==> src/vfp_pkg.sv <==
// ----------------------------------------------------------------------------
// Volume fade playback package
// Shared state type, control and status groups and beat layout constants.
// ----------------------------------------------------------------------------
package vfp_pkg;

   // Width of every request and response field that carries a volume or length.
   localparam int FIELD_W     = 16;

   // Request beat layout, lowest bit first.
   localparam int REQ_TDATA_W = 40;
   localparam int REQ_PLAY    = 0;
   localparam int REQ_STOP    = 1;
   localparam int REQ_FADE    = 2;
   localparam int REQ_TGT_LO  = 3;
   localparam int REQ_TCK_LO  = 19;

   // Response beat layout, lowest bit first.
   localparam int RSP_TDATA_W = 24;
   localparam int RSP_PLAYING = 16;
   localparam int RSP_FADING  = 17;
   localparam int RSP_START   = 18;
   localparam int RSP_STOP    = 19;

   // Sequencer states.
   typedef enum logic [2:0] {
      ST_IDLE,
      ST_MUL,
      ST_DIV,
      ST_DONE,
      ST_OUT
   } state_type;

   // Commands from the sequencer to the datapath.
   typedef struct packed {
      logic apply;
      logic mul_step;
      logic div_step;
      logic finish;
      logic out_load;
   } cmd_type;

   // Status from the datapath to the sequencer.
   typedef struct packed {
      logic ramp_now;
   } status_type;

endpackage

==> src/vfp_ctrl.sv <==
// ----------------------------------------------------------------------------
// Volume fade sequencer
// Steps each tick through request handling, a serial multiply and a serial
// divide for ramp ticks, and result hand-off; owns the stream handshakes.
// ----------------------------------------------------------------------------
module vfp_ctrl #(
   parameter int VOL_BITS = 16,
   parameter int DUR_BITS = 16
) (
   input  logic                clock,
   input  logic                reset,
   input  logic                req_tvalid,
   output logic                req_tready,
   output logic                rsp_tvalid,
   input  logic                rsp_tready,
   input  vfp_pkg::status_type status,
   output vfp_pkg::cmd_type    cmd
);

   localparam int PROD_W = VOL_BITS + DUR_BITS;
   localparam int CNT_W  = $clog2(PROD_W);

   vfp_pkg::state_type state_ff, state_in;
   logic [CNT_W-1:0]   cnt_ff, cnt_in;
   logic               valid_ff, valid_in;
   logic               accept;
   logic               out_free;

   assign req_tready = (state_ff == vfp_pkg::ST_IDLE);
   assign accept     = req_tvalid && req_tready;
   assign out_free   = !valid_ff || rsp_tready;
   assign rsp_tvalid = valid_ff;

   // Next state.
   always_comb begin
      state_in = state_ff;
      unique case (state_ff)
         vfp_pkg::ST_IDLE: begin
            if (accept) begin
               state_in = status.ramp_now ? vfp_pkg::ST_MUL : vfp_pkg::ST_OUT;
            end
         end
         vfp_pkg::ST_MUL: begin
            if (cnt_ff == '0) begin
               state_in = vfp_pkg::ST_DIV;
            end
         end
         vfp_pkg::ST_DIV: begin
            if (cnt_ff == '0) begin
               state_in = vfp_pkg::ST_DONE;
            end
         end
         vfp_pkg::ST_DONE: begin
            state_in = vfp_pkg::ST_OUT;
         end
         vfp_pkg::ST_OUT: begin
            if (out_free) begin
               state_in = vfp_pkg::ST_IDLE;
            end
         end
         default: begin
            state_in = vfp_pkg::ST_IDLE;
         end
      endcase
   end

   // Datapath commands.
   always_comb begin
      cmd = '0;
      unique case (state_ff)
         vfp_pkg::ST_IDLE: cmd.apply    = accept;
         vfp_pkg::ST_MUL:  cmd.mul_step = 1'b1;
         vfp_pkg::ST_DIV:  cmd.div_step = 1'b1;
         vfp_pkg::ST_DONE: cmd.finish   = 1'b1;
         vfp_pkg::ST_OUT:  cmd.out_load = out_free;
         default:          cmd = '0;
      endcase
   end

   // Iteration counter: one multiply pass per length bit, one divide pass
   // per product bit.
   always_comb begin
      cnt_in = cnt_ff;
      if (accept) begin
         cnt_in = CNT_W'(DUR_BITS - 1);
      end else if (state_ff == vfp_pkg::ST_MUL) begin
         cnt_in = (cnt_ff == '0) ? CNT_W'(PROD_W - 1) : cnt_ff - 1'b1;
      end else if (state_ff == vfp_pkg::ST_DIV) begin
         cnt_in = cnt_ff - 1'b1;
      end
   end

   // The response register stays full until the receiver takes the beat.
   always_comb begin
      if (cmd.out_load) begin
         valid_in = 1'b1;
      end else if (rsp_tready) begin
         valid_in = 1'b0;
      end else begin
         valid_in = valid_ff;
      end
   end

   always_ff @(posedge clock) begin
      if (reset) begin
         state_ff <= vfp_pkg::ST_IDLE;
         valid_ff <= 1'b0;
         cnt_ff   <= '0;
      end else begin
         state_ff <= state_in;
         valid_ff <= valid_in;
         cnt_ff   <= cnt_in;
      end
   end

endmodule

==> src/vfp_datapath.sv <==
// ----------------------------------------------------------------------------
// Volume fade datapath
// Holds the playback flags and ramp state, applies the requests of a tick and
// evaluates the ramp with a shift-add multiplier and a restoring divider.
// ----------------------------------------------------------------------------
module vfp_datapath #(
   parameter int VOL_BITS = 16,
   parameter int DUR_BITS = 16
) (
   input  logic                                 clock,
   input  logic                                 reset,
   input  vfp_pkg::cmd_type                     cmd,
   output vfp_pkg::status_type                  status,
   input  logic [vfp_pkg::REQ_TDATA_W-1:0]      req_tdata,
   output logic [vfp_pkg::RSP_TDATA_W-1:0]      rsp_tdata
);

   localparam int PROD_W = VOL_BITS + DUR_BITS;
   localparam int TGT_W  = (VOL_BITS > vfp_pkg::FIELD_W) ? VOL_BITS : vfp_pkg::FIELD_W;
   localparam int TCK_W  = (DUR_BITS > vfp_pkg::FIELD_W) ? DUR_BITS : vfp_pkg::FIELD_W;
   localparam logic [VOL_BITS-1:0] VOL_MAX = '1;
   localparam logic [DUR_BITS-1:0] DUR_MAX = '1;
   localparam logic [DUR_BITS-1:0] DUR_ONE = {{(DUR_BITS-1){1'b0}}, 1'b1};
   localparam logic [vfp_pkg::FIELD_W-1:0] OUT_MAX = '1;

   // Request fields.
   logic                        play_req, stop_req, fade_req;
   logic [vfp_pkg::FIELD_W-1:0] fade_goal, fade_ticks;
   logic [VOL_BITS-1:0]         tgt_sat;
   logic [DUR_BITS-1:0]         tck_lim, tck_sat;

   // Architectural state.
   logic                playing_ff, playing_in;
   logic                fading_ff, fading_in;
   logic [VOL_BITS-1:0] level_ff, level_in;
   logic [VOL_BITS-1:0] rstart_ff, rstart_in;
   logic [VOL_BITS-1:0] rend_ff, rend_in;
   logic [DUR_BITS-1:0] rlen_ff, rlen_in;
   logic [DUR_BITS-1:0] rstep_ff, rstep_in;
   logic                start_ff, start_in;
   logic                stop_ff, stop_in;

   // Arithmetic work registers.
   logic [VOL_BITS-1:0] diff_ff, diff_in;
   logic                down_ff, down_in;
   logic [DUR_BITS-1:0] mul_ff, mul_in;
   logic [PROD_W-1:0]   acc_ff, acc_in;
   logic [DUR_BITS-1:0] rem_ff, rem_in;

   // Response register.
   logic [vfp_pkg::RSP_TDATA_W-1:0] rsp_ff, rsp_in;

   // Request handling results.
   logic                a_playing, a_fading, a_start, a_stop;
   logic [VOL_BITS-1:0] a_rstart, a_rend;
   logic [DUR_BITS-1:0] a_rlen, a_rstep_pre, a_rstep;
   logic                a_fade_done;
   logic [DUR_BITS:0]   step_inc;

   logic [DUR_BITS:0]   rem_sh;
   logic                q_bit;
   logic [VOL_BITS-1:0] quot;
   logic [TGT_W-1:0]    level_wide;

   assign play_req    = req_tdata[vfp_pkg::REQ_PLAY];
   assign stop_req    = req_tdata[vfp_pkg::REQ_STOP];
   assign fade_req    = req_tdata[vfp_pkg::REQ_FADE];
   assign fade_goal   = req_tdata[vfp_pkg::REQ_TGT_LO +: vfp_pkg::FIELD_W];
   assign fade_ticks  = req_tdata[vfp_pkg::REQ_TCK_LO +: vfp_pkg::FIELD_W];

   // Saturate the target and length to the configured widths; zero length
   // counts as one tick.
   assign tgt_sat = (TGT_W'(fade_goal) > TGT_W'(VOL_MAX)) ? VOL_MAX
                                                            : VOL_BITS'(fade_goal);
   assign tck_lim = (TCK_W'(fade_ticks) > TCK_W'(DUR_MAX)) ? DUR_MAX
                                                             : DUR_BITS'(fade_ticks);
   assign tck_sat = (tck_lim == '0) ? DUR_ONE : tck_lim;

   // Stop, fade start and play, in that order, then the step count.
   always_comb begin
      a_playing   = playing_ff;
      a_fading    = fading_ff;
      a_start     = 1'b0;
      a_stop      = 1'b0;
      a_rstart    = rstart_ff;
      a_rend      = rend_ff;
      a_rlen      = rlen_ff;
      a_rstep_pre = rstep_ff;
      if (stop_req) begin
         a_playing = 1'b0;
         a_fading  = 1'b0;
         a_stop    = 1'b1;
      end
      if (fade_req) begin
         a_rstart    = level_ff;
         a_rend      = tgt_sat;
         a_rlen      = tck_sat;
         a_rstep_pre = '0;
         a_fading    = 1'b1;
         if (!a_playing && (tgt_sat != '0)) begin
            a_playing = 1'b1;
            a_start   = 1'b1;
         end
      end
      if (play_req && !a_playing) begin
         a_playing = 1'b1;
         a_start   = 1'b1;
      end
   end

   assign step_inc    = {1'b0, a_rstep_pre} + 1'b1;
   assign a_fade_done = (step_inc >= {1'b0, a_rlen});
   assign a_rstep     = !a_fading ? a_rstep_pre
                      : (a_fade_done ? a_rlen : step_inc[DUR_BITS-1:0]);

   assign status.ramp_now = a_fading;

   // One restoring divide step on the product.
   assign rem_sh = {rem_ff, acc_ff[PROD_W-1]};
   assign q_bit  = (rem_sh >= {1'b0, rlen_ff});
   assign quot   = acc_ff[VOL_BITS-1:0];

   // State updates.
   always_comb begin
      playing_in = playing_ff;
      fading_in  = fading_ff;
      level_in   = level_ff;
      rstart_in  = rstart_ff;
      rend_in    = rend_ff;
      rlen_in    = rlen_ff;
      rstep_in   = rstep_ff;
      start_in   = start_ff;
      stop_in    = stop_ff;
      if (cmd.apply) begin
         playing_in = a_playing;
         fading_in  = a_fading && !a_fade_done;
         rstart_in  = a_rstart;
         rend_in    = a_rend;
         rlen_in    = a_rlen;
         rstep_in   = a_rstep;
         start_in   = a_start;
         stop_in    = a_stop;
      end else if (cmd.finish) begin
         level_in = down_ff ? rstart_ff - quot : rstart_ff + quot;
         // A completed fade to silence ends playback.
         if (!fading_ff && (rend_ff == '0) && playing_ff) begin
            playing_in = 1'b0;
            stop_in    = 1'b1;
         end
      end
   end

   // Multiply the span by the step count, then divide by the length.
   always_comb begin
      diff_in = diff_ff;
      down_in = down_ff;
      mul_in  = mul_ff;
      acc_in  = acc_ff;
      rem_in  = rem_ff;
      if (cmd.apply) begin
         down_in = (a_rend < a_rstart);
         diff_in = (a_rend < a_rstart) ? a_rstart - a_rend : a_rend - a_rstart;
         mul_in  = a_rstep;
         acc_in  = '0;
         rem_in  = '0;
      end else if (cmd.mul_step) begin
         acc_in = {acc_ff[PROD_W-2:0], 1'b0}
                + (mul_ff[DUR_BITS-1] ? PROD_W'(diff_ff) : '0);
         mul_in = {mul_ff[DUR_BITS-2:0], 1'b0};
      end else if (cmd.div_step) begin
         rem_in = q_bit ? DUR_BITS'(rem_sh - {1'b0, rlen_ff}) : rem_sh[DUR_BITS-1:0];
         acc_in = {acc_ff[PROD_W-2:0], q_bit};
      end
   end

   // Response beat, with the volume held to sixteen bits.
   assign level_wide = TGT_W'(level_ff);
   always_comb begin
      rsp_in = rsp_ff;
      if (cmd.out_load) begin
         rsp_in = '0;
         rsp_in[vfp_pkg::FIELD_W-1:0] = (level_wide > TGT_W'(OUT_MAX)) ? OUT_MAX
                                       : level_wide[vfp_pkg::FIELD_W-1:0];
         rsp_in[vfp_pkg::RSP_PLAYING] = playing_ff;
         rsp_in[vfp_pkg::RSP_FADING]  = fading_ff;
         rsp_in[vfp_pkg::RSP_START]   = start_ff;
         rsp_in[vfp_pkg::RSP_STOP]    = stop_ff;
      end
   end

   assign rsp_tdata = rsp_ff;

   always_ff @(posedge clock) begin
      if (reset) begin
         playing_ff <= 1'b0;
         fading_ff  <= 1'b0;
         level_ff   <= '0;
         rstart_ff  <= '0;
         rend_ff    <= '0;
         rlen_ff    <= DUR_ONE;
         rstep_ff   <= '0;
         start_ff   <= 1'b0;
         stop_ff    <= 1'b0;
      end else begin
         playing_ff <= playing_in;
         fading_ff  <= fading_in;
         level_ff   <= level_in;
         rstart_ff  <= rstart_in;
         rend_ff    <= rend_in;
         rlen_ff    <= rlen_in;
         rstep_ff   <= rstep_in;
         start_ff   <= start_in;
         stop_ff    <= stop_in;
      end
   end

   always_ff @(posedge clock) begin
      diff_ff <= diff_in;
      down_ff <= down_in;
      mul_ff  <= mul_in;
      acc_ff  <= acc_in;
      rem_ff  <= rem_in;
      rsp_ff  <= rsp_in;
   end

endmodule

==> src/volume_fade_playback_controller.sv <==
// ----------------------------------------------------------------------------
// Volume fade playback controller
// Per-tick playback flags and a linear volume ramp with automatic fade-out
// stop, built from a sequencer and an arithmetic datapath.
// ----------------------------------------------------------------------------
// Usage:
//   Send one request beat per 16 ms tick on the req_ channel. Each beat holds
//   play, stop and fade requests plus a fade target and length. The block
//   answers every request with exactly one beat on the rsp_ channel carrying
//   the volume, the playing and fading flags and the start and stop pulses.
//   Within a tick, stop is handled first, then fade start, then play, then
//   one ramp step.
// Sequencing:
//   A tick with a ramp in progress runs a shift-add multiply and a restoring
//   divide over the product before its result is loaded into the response
//   register; a tick without a ramp goes straight to the response register.
//   A new request is accepted only once the block is back in idle, after the
//   previous response has been loaded.
// Reset:
//   Synchronous reset stops playback, clears the ramp (its length to one) and
//   the volume to zero and empties the response register.
// Stalls:
//   A finished response waits in its register while rsp_tready is low, and
//   the next request is still accepted; its result then waits until the
//   earlier beat is taken.
// ----------------------------------------------------------------------------
module volume_fade_playback_controller #(
   parameter int VOL_BITS = 16,
   parameter int DUR_BITS = 16
) (
   input  logic                                 clock,
   input  logic                                 reset,
   // play_req[0], stop_req[1], fade_req[2], fade_goal[18:3],
   // fade_ticks[34:19], zero fill[39:35]
   input  logic [vfp_pkg::REQ_TDATA_W-1:0]      req_tdata,
   input  logic                                 req_tvalid,
   output logic                                 req_tready,
   // volume[15:0], is_playing[16], is_fading[17], start_pulse[18],
   // stop_pulse[19], zero fill[23:20]
   output logic [vfp_pkg::RSP_TDATA_W-1:0]      rsp_tdata,
   output logic                                 rsp_tvalid,
   input  logic                                 rsp_tready
);

   vfp_pkg::cmd_type    cmd;
   vfp_pkg::status_type status;

   // Sequencer and handshakes.
   vfp_ctrl #(
      .VOL_BITS (VOL_BITS),
      .DUR_BITS (DUR_BITS)
   ) u_ctrl (
      .clock      (clock),
      .reset      (reset),
      .req_tvalid (req_tvalid),
      .req_tready (req_tready),
      .rsp_tvalid (rsp_tvalid),
      .rsp_tready (rsp_tready),
      .status     (status),
      .cmd        (cmd)
   );

   // State and arithmetic.
   vfp_datapath #(
      .VOL_BITS (VOL_BITS),
      .DUR_BITS (DUR_BITS)
   ) u_datapath (
      .clock     (clock),
      .reset     (reset),
      .cmd       (cmd),
      .status    (status),
      .req_tdata (req_tdata),
      .rsp_tdata (rsp_tdata)
   );

endmodule

==> config.mk <==
export PLATFORM = sky130hd
export DESIGN_NAME = volume_fade_playback_controller
export DESIGN_NICKNAME = d
export VERILOG_FILES = /design/src/vfp_pkg.sv /design/src/vfp_ctrl.sv /design/src/vfp_datapath.sv /design/src/volume_fade_playback_controller.sv
export SDC_FILE = /design/constraint.sdc
export NUM_CORES = 1
export LEC_CHECK = 0
export BUFFER_PORTS_ARGS = -buffer_cell sky130_fd_sc_hd__buf_2
export CAP_MARGIN = 40
export CORE_MARGIN = 2
export CORE_UTILIZATION = 35
export DETAILED_ROUTE_END_ITERATION = 6
export GPL_ROUTABILITY_DRIVEN = 0
export HOLD_SLACK_MARGIN = 0.12
export PLACE_DENSITY = 0.57
export REMOVE_ABC_BUFFERS = 1
export SLEW_MARGIN = 20
export SYNTH_ARGS = -nofsm -noshare
export SYNTH_HDL_FRONTEND = slang
export SYNTH_SLANG_ARGS = --single-unit
==> constraint.sdc <==
create_clock -name clock -period 4.5 [get_ports clock]
set_input_delay 0.45 -clock clock [delete_from_list [all_inputs] [get_ports clock]]
set_output_delay 0.45 -clock clock [all_outputs]
set_load 0.01 [all_outputs]
==> results of run 1 <==
[worst max-delay path, stage by stage (launching register included)]
cell	delay (ns)
dfxtp_1	0.40
nor2b_1	0.24
ha_1	0.23
and3_1	0.23
nand4_1	0.21
or3_1	0.36
a21oi_1	0.21
ha_1	0.28
a21o_1	0.18
a21oi_1	0.14
nor2b_1	0.06
o2111ai_1	0.17
o211a_1	0.19
buf_4	0.18
mux2i_1	0.31
a21oi_1	0.11
a21o_1	0.16
[routing by layer]
metal | wire length [microns] | vias to the layer above | GRT usage
met5 | 0 | - | 0
met3 | 781 | 30 | 0.0200
met4 | 531 | 0 | 0.0549
li1 | - | 5698 | -
met1 | 17100 | 5310 | 0.242
met2 | 15800 | 165 | 0.297
[synth_stat cells, types with 4 or more instances]
| master | count |
|---|---|
| fa_1 | 5 |
| mux2i_1 | 62 |
| o21ai_0 | 57 |
| nand2_1 | 135 |
| nor2b_1 | 24 |
| a221oi_1 | 4 |
| a21o_1 | 25 |
| edfxtp_1 | 53 |
| o211ai_1 | 9 |
| nor3_1 | 40 |
| xnor2_1 | 66 |
| clkbuf_1 | 63 |
| buf_2 | 10 |
| o31ai_1 | 4 |
| ha_1 | 96 |
| o211a_1 | 5 |
| and3_1 | 20 |
| a21boi_0 | 5 |
| nand4_1 | 7 |
| mux2_2 | 9 |
| nor4_1 | 19 |
| nor2_1 | 147 |
| xor2_1 | 17 |
| buf_4 | 8 |
| o21bai_1 | 6 |
| or2_2 | 13 |
| o21a_1 | 7 |
| and2_1 | 22 |
| nand3_1 | 26 |
| a21oi_1 | 185 |
| or3_1 | 11 |
| a31oi_1 | 12 |
| nand2b_1 | 19 |
| inv_1 | 93 |
| a211oi_1 | 78 |
| dfxtp_1 | 141 |
[metrics by stage]
| stage | utilization | hold WS, ns |
|---|---|---|
| 3_5_place_dp | 0.382 | 0.425 |
| 5_1_grt | 0.396 | 0.347 |
| 6_report | 0.396 | 0.342 |
| 2_1_floorplan | - | 0.409 |
| 4_1_cts | 0.396 | 0.323 |
| 3_3_place_gp | 0.381 | 0.416 |
[worst min path at each step]
stage | from | to | slack, ns
global route | req_tdata[1] | u_datapath.stop_ff | 0.35
floorplan | u_datapath.start_ff | u_datapath.rsp_tdata[18] | 0.41
detailed placement | u_datapath.start_ff | u_datapath.rsp_tdata[18] | 0.43
global placement | u_datapath.start_ff | u_datapath.rsp_tdata[18] | 0.42
finish | req_tdata[1] | u_datapath.stop_ff | 0.34
CTS | req_tdata[1] | u_datapath.stop_ff | 0.32
[power by group through the flow]
| stage | Sequential [W] | Clock, W | Combinational, W |
|---|---|---|---|
| 2_1_floorplan | 0.00288 | 0 | 0.00457 |
| 3_3_place_gp | 0.00302 | 0 | 0.00588 |
| 3_5_place_dp | 0.00303 | 0 | 0.00600 |
| 4_1_cts | 0.00300 | 0.00146 | 0.00604 |
| 5_1_grt | 0.00308 | 0.00152 | 0.00678 |
| 6_report | 0.00300 | 0.00141 | 0.00605 |
[area by class of cell]
class,instances,area (sq um),share of cell area
Multi-Input combinational cell,1200,7980,0.549
Tap cell,468,586,0.0403
Clock inverter,11,81.3,0.00560
Clock buffer,20,437,0.0300
Timing Repair Buffer,105,679,0.0467
Inverter,94,355,0.0245
Sequential cell,194,4410,0.304
[logic make-up (layout without fill, tap and decap cells)]
kind of cell	after synthesis	in the layout
muxes	71	71
DFF	194	194
AOI/OAI and AO/OA	440	440
buffers and inverters	178	230
adders and majority gates	101	101
and+or+nand+nor	501	501
other	1	4
xor gates and xnor gates	83	83
[state kept, by name, summed over array words and instances, names as in the netlist]
name and cells:
u_datapath.rsp_tdata 20, u_ctrl.cnt_ff 5, u_ctrl.state_ff 3, u_datapath.rend_ff 16, u_datapath.rstep_ff 16, u_datapath.rem_ff 16
u_datapath.start_ff 1, u_datapath.mul_ff 16, u_datapath.playing_ff 1, u_datapath.rlen_ff 16, u_datapath.fading_ff 1, u_datapath.level_ff 16
u_ctrl.rsp_tvalid 1, u_datapath.rstart_ff 16, u_datapath.down_ff 1, u_datapath.stop_ff 1, u_datapath.acc_ff 32, u_datapath.diff_ff 16
[cells in the final DEF, fill, tap and decap left out, drive strengths merged, types with 19 or more instances in the layout]
cell type  instances
a211oi            79
a21o              25
a21oi            186
and2              23
and3              20
buf              105
clkbuf            20
dfxtp            141
edfxtp            53
ha                96
inv               96
mux2i             62
nand2            135
nand2b            19
nand3             26
nor2             147
nor2b             24
nor3              41
nor4              19
o21ai             61
xnor2             66
==> run_results.csv, run 1 <==
group,metric,value,unit
worst_setup_path,cp-endpoint,"u_datapath.mul_ff[9]",
power_and_ir_drop,ir_drop,0.348,mV
synthesis,synth_top_family_by_area,"compound AO/OA/AOI/OAI gates",
global_routing,first_global_vias,10906,
die,rows,70,
power_and_ir_drop,swShare,0.452,
clock_network,cts_post_setup_buffers_inserted,0,
power_and_ir_drop,internal_power,0.00574,W
die,die_w,197,microns
worst_setup_path,criticalPathCategory,"reg -> reg",
global_routing,grt_max_degree,84,
global_routing,grt_antenna_before_repair,0,
place,dp_hpwl,25.6,mm
clock_network,hold_buffers,0,
clock_network,cts_buffers,17,
synthesis,synth_cell_types,79,
sta,rsz0062_at_grt,"no",
synthesis,synth_edf_count,53,
global_routing,overflow,0,
sta,skew,0.0113,ns
detailed_routing,via_count,11203,
worst_setup_path,critPathArrivalTime,4.12,ns
clock_network,cts_buffer_depth,2,
finish,fillers,3705,
die,start_util,0.357,
worst_hold_path,hold_path_depth,2,
synthesis,synth-simple-area-share,0.183,
synthesis,synth_seq_cells,194,
synthesis,syn_avg_cell_area,8.34,sq um
clock_network,cts_tree,"yes",
sta,layout_setup_ws,0.594,ns
finish,drive_gt1_frac,0.106,
sta,period_share,0.868,
die,dieArea,0.0390,sq mm
synthesis,synth_top_flop_cell,"dfxtp_1",
worst_setup_path,startpoint_type,"flip-flop",
power_and_ir_drop,seqPwrFrac,0.287,
worst_setup_path,cp-startpoint,"u_datapath.rstep_ff[0]",
synthesis,synth_seq_area_share,0.337,
sta,timing.fmax,0.256,GHz
power_and_ir_drop,p_sw,0.00472,W
sta,drv_slew,0,
detailed_routing,drt_iter0_markers,587,
synthesis,synthCells,1569,
sta,final.setup.tns,0,ns
clock_network,clock_sinks,194,
global_routing,grtUsageTotal,0.179,
sta,setup_viol,0,
finish,stdcell_area,0.0145,sq mm
clock_network,path_clk_slew,0.07,ns
worst_setup_path,required,4.71,ns
die,die_y,197,microns
detailed_routing,postRouteAntennaNets,0,
detailed_routing,vias_per_cell,5.36,
worst_setup_path,end_kind,"flip-flop",
clock_network,cts_resized,0,
clock_network,clk_latency,0.45,ns
synthesis,synthAdderAreaFrac,0.0994,
detailed_routing,routedWlPerCell,16.4,microns
place,numPortBuffers,60,
finish,final_cells,2092,
flow_run,cap_violations,0,
place,placedCellCount,2060,
synthesis,yosys.area.top_type,"dfxtp_1",
place,preCtsSetupSlack,0.323,ns
worst_setup_path,critPathMaxFanout,7,
synthesis,async_flop_share,0,
synthesis,synth.area.mux_share,0.0552,
global_routing,grt_pass1_wl,55.8,mm
finish,nets,1757,
sta,slew_headroom,0.483,
synthesis,synth_compound_area_frac,0.214,
synthesis,synth_xor_area_frac,0.0556,
synthesis,ys_warn_count,0,
clock_network,root_buffer,"clkbuf_16",
sta,worst_slew_pin_slew,0.770,ns
detailed_routing,drc,0,
power_and_ir_drop,power_leakage,6.09,nW
outcome,status,"completed",
worst_setup_path,r2r_slack,0.59,ns
die,fp.coreArea,0.0367,sq mm
clock_network,cts.htree.levels,4,
power_and_ir_drop,power_density,720,mW/mm^2
detailed_routing,routed_wl,34.2,mm
detailed_routing,first_pass_iters,5,
synthesis,yosysTopAreaCellShare,0.216,
finish,syn_to_final_growth,11.1,%
synthesis,synth.top_cells.by_area,"dfxtp_1 22%, edfxtp_1 12%, ha_1 9.2%, a21oi_1 7.1%, mux2i_1 4.7%",
power_and_ir_drop,pwr-share-comb,0.578,
worst_setup_path,rr_endpoint,"u_datapath.mul_ff[9]",
sta,hold_violations,0,
synthesis,syn-cell-area,0.0131,sq mm
place,placed_cell_area,0.0140,sq mm
finish,diodes,0,
power_and_ir_drop,clkPwrFrac,0.135,
worst_setup_path,r2r-start,"u_datapath.rstep_ff[0]",
power_and_ir_drop,total_power,0.0105,W
worst_setup_path,r2r_cells,16,
sta,min_period,3.91,ns
worst_hold_path,hold_path_class,"in -> reg",
die,ios,70,
Power figures use the tool's default switching activity.
==> run 2: changes to the inputs <==
--- a/config.mk
+++ b/config.mk
@@ -17,4 +17,5 @@
 export SLEW_MARGIN = 20
 export SYNTH_ARGS = -nofsm -noshare
 export SYNTH_HDL_FRONTEND = slang
+export SYNTH_HIERARCHICAL = 1
 export SYNTH_SLANG_ARGS = --single-unit
==> run 2 against run 1 <==
Synthesized area rose by 1.0%. Critical endpoint is now u_datapath/level_ff[14]. Clock power rose by 13%. Sequential share of layout area fell by 0.50 points. Clock skew rose by 0.0028 ns.
==> run_results.csv, run 2 <==
group,metric,value,unit
outcome,status,"completed",
clock_network,clock_sinks,194,
worst_setup_path,path_buf_inv,1,
clock_network,hold_buffers,0,
global_routing,overflow,0,
finish,layout_common_cells,"149 x nor2_1, 141 x dfxtp_1, 104 x a21oi_1",
clock_network,path_clk_slew,0.08,ns
clock_network,cts_post_setup_buffers_inserted,0,
finish,stdcell_area,0.0148,sq mm
sta,skew,0.0141,ns
worst_setup_path,end_kind,"flip-flop",
global_routing,grt_pass1_wl,55.3,mm
power_and_ir_drop,power_leakage,6.21,nW
clock_network,cts_resized,0,
synthesis,async_flop_share,0,
finish,drive_gt1_frac,0.113,
sta,drv_slew,0,
sta,timing.fmax,0.262,GHz
die,dieArea,0.0393,sq mm
worst_setup_path,critPathArrivalTime,4.17,ns
sta,setup_viol,0,
sta,rsz0062_at_grt,"no",
synthesis,syn-cell-area,0.0132,sq mm
worst_setup_path,critical_path.slowest_cell,"a2111oi_0",
clock_network,cts_buffers,17,
power_and_ir_drop,ir_drop,0.294,mV
detailed_routing,via_count,11075,
synthesis,synth_seq_cells,194,
die,fp.coreArea,0.0374,sq mm
synthesis,yosysTopAreaCellShare,0.214,
die,die_y,198,microns
worst_setup_path,startpoint_type,"flip-flop",
synthesis,synthCells,1510,
place,dp_hpwl,25.0,mm
worst_setup_path,criticalPathCategory,"reg -> reg",
finish,layout_commonest_cell,"nor2_1",
sta,period_share,0.848,
worst_setup_path,crit_chain,"inv_1 -> ha_1 -> mux2i_1 -> fa_1 -> a21o_1 -> a21o_1 -> a2111oi_0 -> o311ai_1 -> a21o_1 -> a21o_1 -> a31oi_1 -> or4_1 -> nand3_1",
synthesis,synth.top_cells.by_area,"dfxtp_1 21%, edfxtp_1 12%, ha_1 9.1%, mux2i_1 5.7%, a211oi_1 5.5%",
synthesis,syn_avg_cell_area,8.76,sq um
worst_setup_path,critPathMaxFanout,7,
detailed_routing,first_pass_iters,5,
global_routing,grt_antenna_before_repair,0,
finish,largest_reg_flops,32,
synthesis,synthTopCellsByCount,"150 x nor2_1, 141 x dfxtp_1, 104 x a21oi_1",
clock_network,root_buffer,"clkbuf_16",
worst_setup_path,cp_common_cell,"a21o_1",
worst_setup_path,required,4.85,ns
finish,top_register,"u_datapath/acc_ff",
clock_network,clk_latency,0.46,ns
finish,nets,1697,
die,die_w,198,microns
worst_hold_path,hold_path_class,"in -> reg",
flow_run,cap_violations,0,
synthesis,synth_seq_area_share,0.334,
clock_network,cts_buffer_depth,2,
sta,final.setup.tns,0,ns
synthesis,yosysMostFrequentCell,"nor2_1",
clock_network,cts.htree.levels,4,
place,numPortBuffers,60,
power_and_ir_drop,power_density,448,mW/mm^2
die,rows,71,
sta,hold_violations,0,
global_routing,grt_max_degree,142,
detailed_routing,drc,0,
global_routing,grtUsageTotal,0.176,
place,placed_cell_area,0.0142,sq mm
sta,worst_slew_pin_slew,0.748,ns
synthesis,yosys.area.top_type,"dfxtp_1",
synthesis,synth_top_flop_cell,"dfxtp_1",
sta,min_period,3.82,ns
finish,syn_to_final_growth,11.8,%
sta,slew_headroom,0.489,
detailed_routing,postRouteAntennaNets,0,
worst_setup_path,crit_family,"compound AO/OA/AOI/OAI gates",
detailed_routing,routed_wl,34.4,mm
clock_network,cts_tree,"yes",
worst_setup_path,critical-path-max-stage-delay,0.71,ns
die,ios,70,
detailed_routing,routedWlPerCell,16.6,microns
synthesis,synth_edf_count,53,
global_routing,first_global_vias,10390,
finish,diodes,0,
synthesis,synth_cell_types,92,
detailed_routing,vias_per_cell,5.33,
die,start_util,0.353,
detailed_routing,drt_iter0_markers,646,
synthesis,ys_warn_count,6,
run 2: changes by cell type after synthesis, sizes merged, moves of 12 or more:
cell / previous run / this run
mux2i: 62 / 75
nor2b: 24 / 36
xnor2: 66 / 51
xor2: 17 / 35
a211oi: 79 / 99
nand2: 135 / 60
a21oi: 186 / 106
run 2: cell families (layout without fill, tap and decap cells):
| group | Yosys count | in the layout | synth area share |
|---|---|---|---|
| compound gates | 410 | 410 | 0.210 |
| xor+xnor | 86 | 86 | 0.0575 |
| fa+ha+maj | 101 | 101 | 0.0984 |
| buf+inv | 179 | 231 | 0.0566 |
| flops | 194 | 194 | 0.334 |
| mux | 81 | 81 | 0.0625 |
| other cells | 1 | 4 | 0.000284 |
| simple gates | 458 | 458 | 0.180 |
run 2: worst paths after layout:
| kind | cells past startpoint | slack (ns) | endpoint | start |
|---|---|---|---|---|
| setup reg to reg | 13 | 0.68 | u_datapath/level_ff[14] | u_datapath/acc_ff[1] |
| setup / recovery | 13 | 0.68 | u_datapath/level_ff[14] | u_datapath/acc_ff[1] |
| hold reg to reg | 0 | 0.44 | u_datapath/rsp_tdata[18] | u_datapath/start_ff |
| hold / removal | 3 | 0.28 | u_ctrl/rsp_tvalid | rsp_tready |
run 2: final cells by class:
cell class / count / area, sq um
Inverter: 93 / 349
Sequential cell: 194 / 4410
Clock buffer: 17 / 425
Clock inverter: 15 / 169
Multi-Input combinational cell: 1140 / 8090
Tap cell: 511 / 639
Timing Repair Buffer: 106 / 687
Fill cell: 3758 / 22600
run 2: where the power goes:
group | switching, W | leakage [nW] | internal (W)
registers | 0.000236 | 1.67 | 0.00208
logic | 0.00152 | 4.25 | 0.00119
clock network | 0.000752 | 0.289 | 0.000836
run 2: worst min-delay path: stages:
cell,delay (ns)
buf_2,0.08
nand2b_1,0.10
a21oi_1,0.06
run 2: per-layer routing:
layer  vias up  track usage  part of all wire
met5         -            0                 0
met4         0       0.0434             0.011
met3        26       0.0221             0.032
met2       188        0.274              0.44
met1      5299        0.257              0.51
li1       5562            -                 -
run 2: metrics by stage:
stage / utilization / worst slack (ns) / hold slack [ns] / total power [W] / cells
3_5_place_dp: 0.379 / 0.334 / 0.426 / 0.00503 / 2043
2_1_floorplan: - / -7.78 / 0.408 / 0.00436 / 1427
4_1_cts: 0.395 / 0.671 / 0.264 / 0.00665 / 2075
6_report: 0.395 / 0.682 / 0.284 / 0.00661 / 2076
3_3_place_gp: 0.378 / 0.371 / 0.415 / 0.00497 / 2042
5_1_grt: 0.395 / 0.478 / 0.311 / 0.00707 / 2076
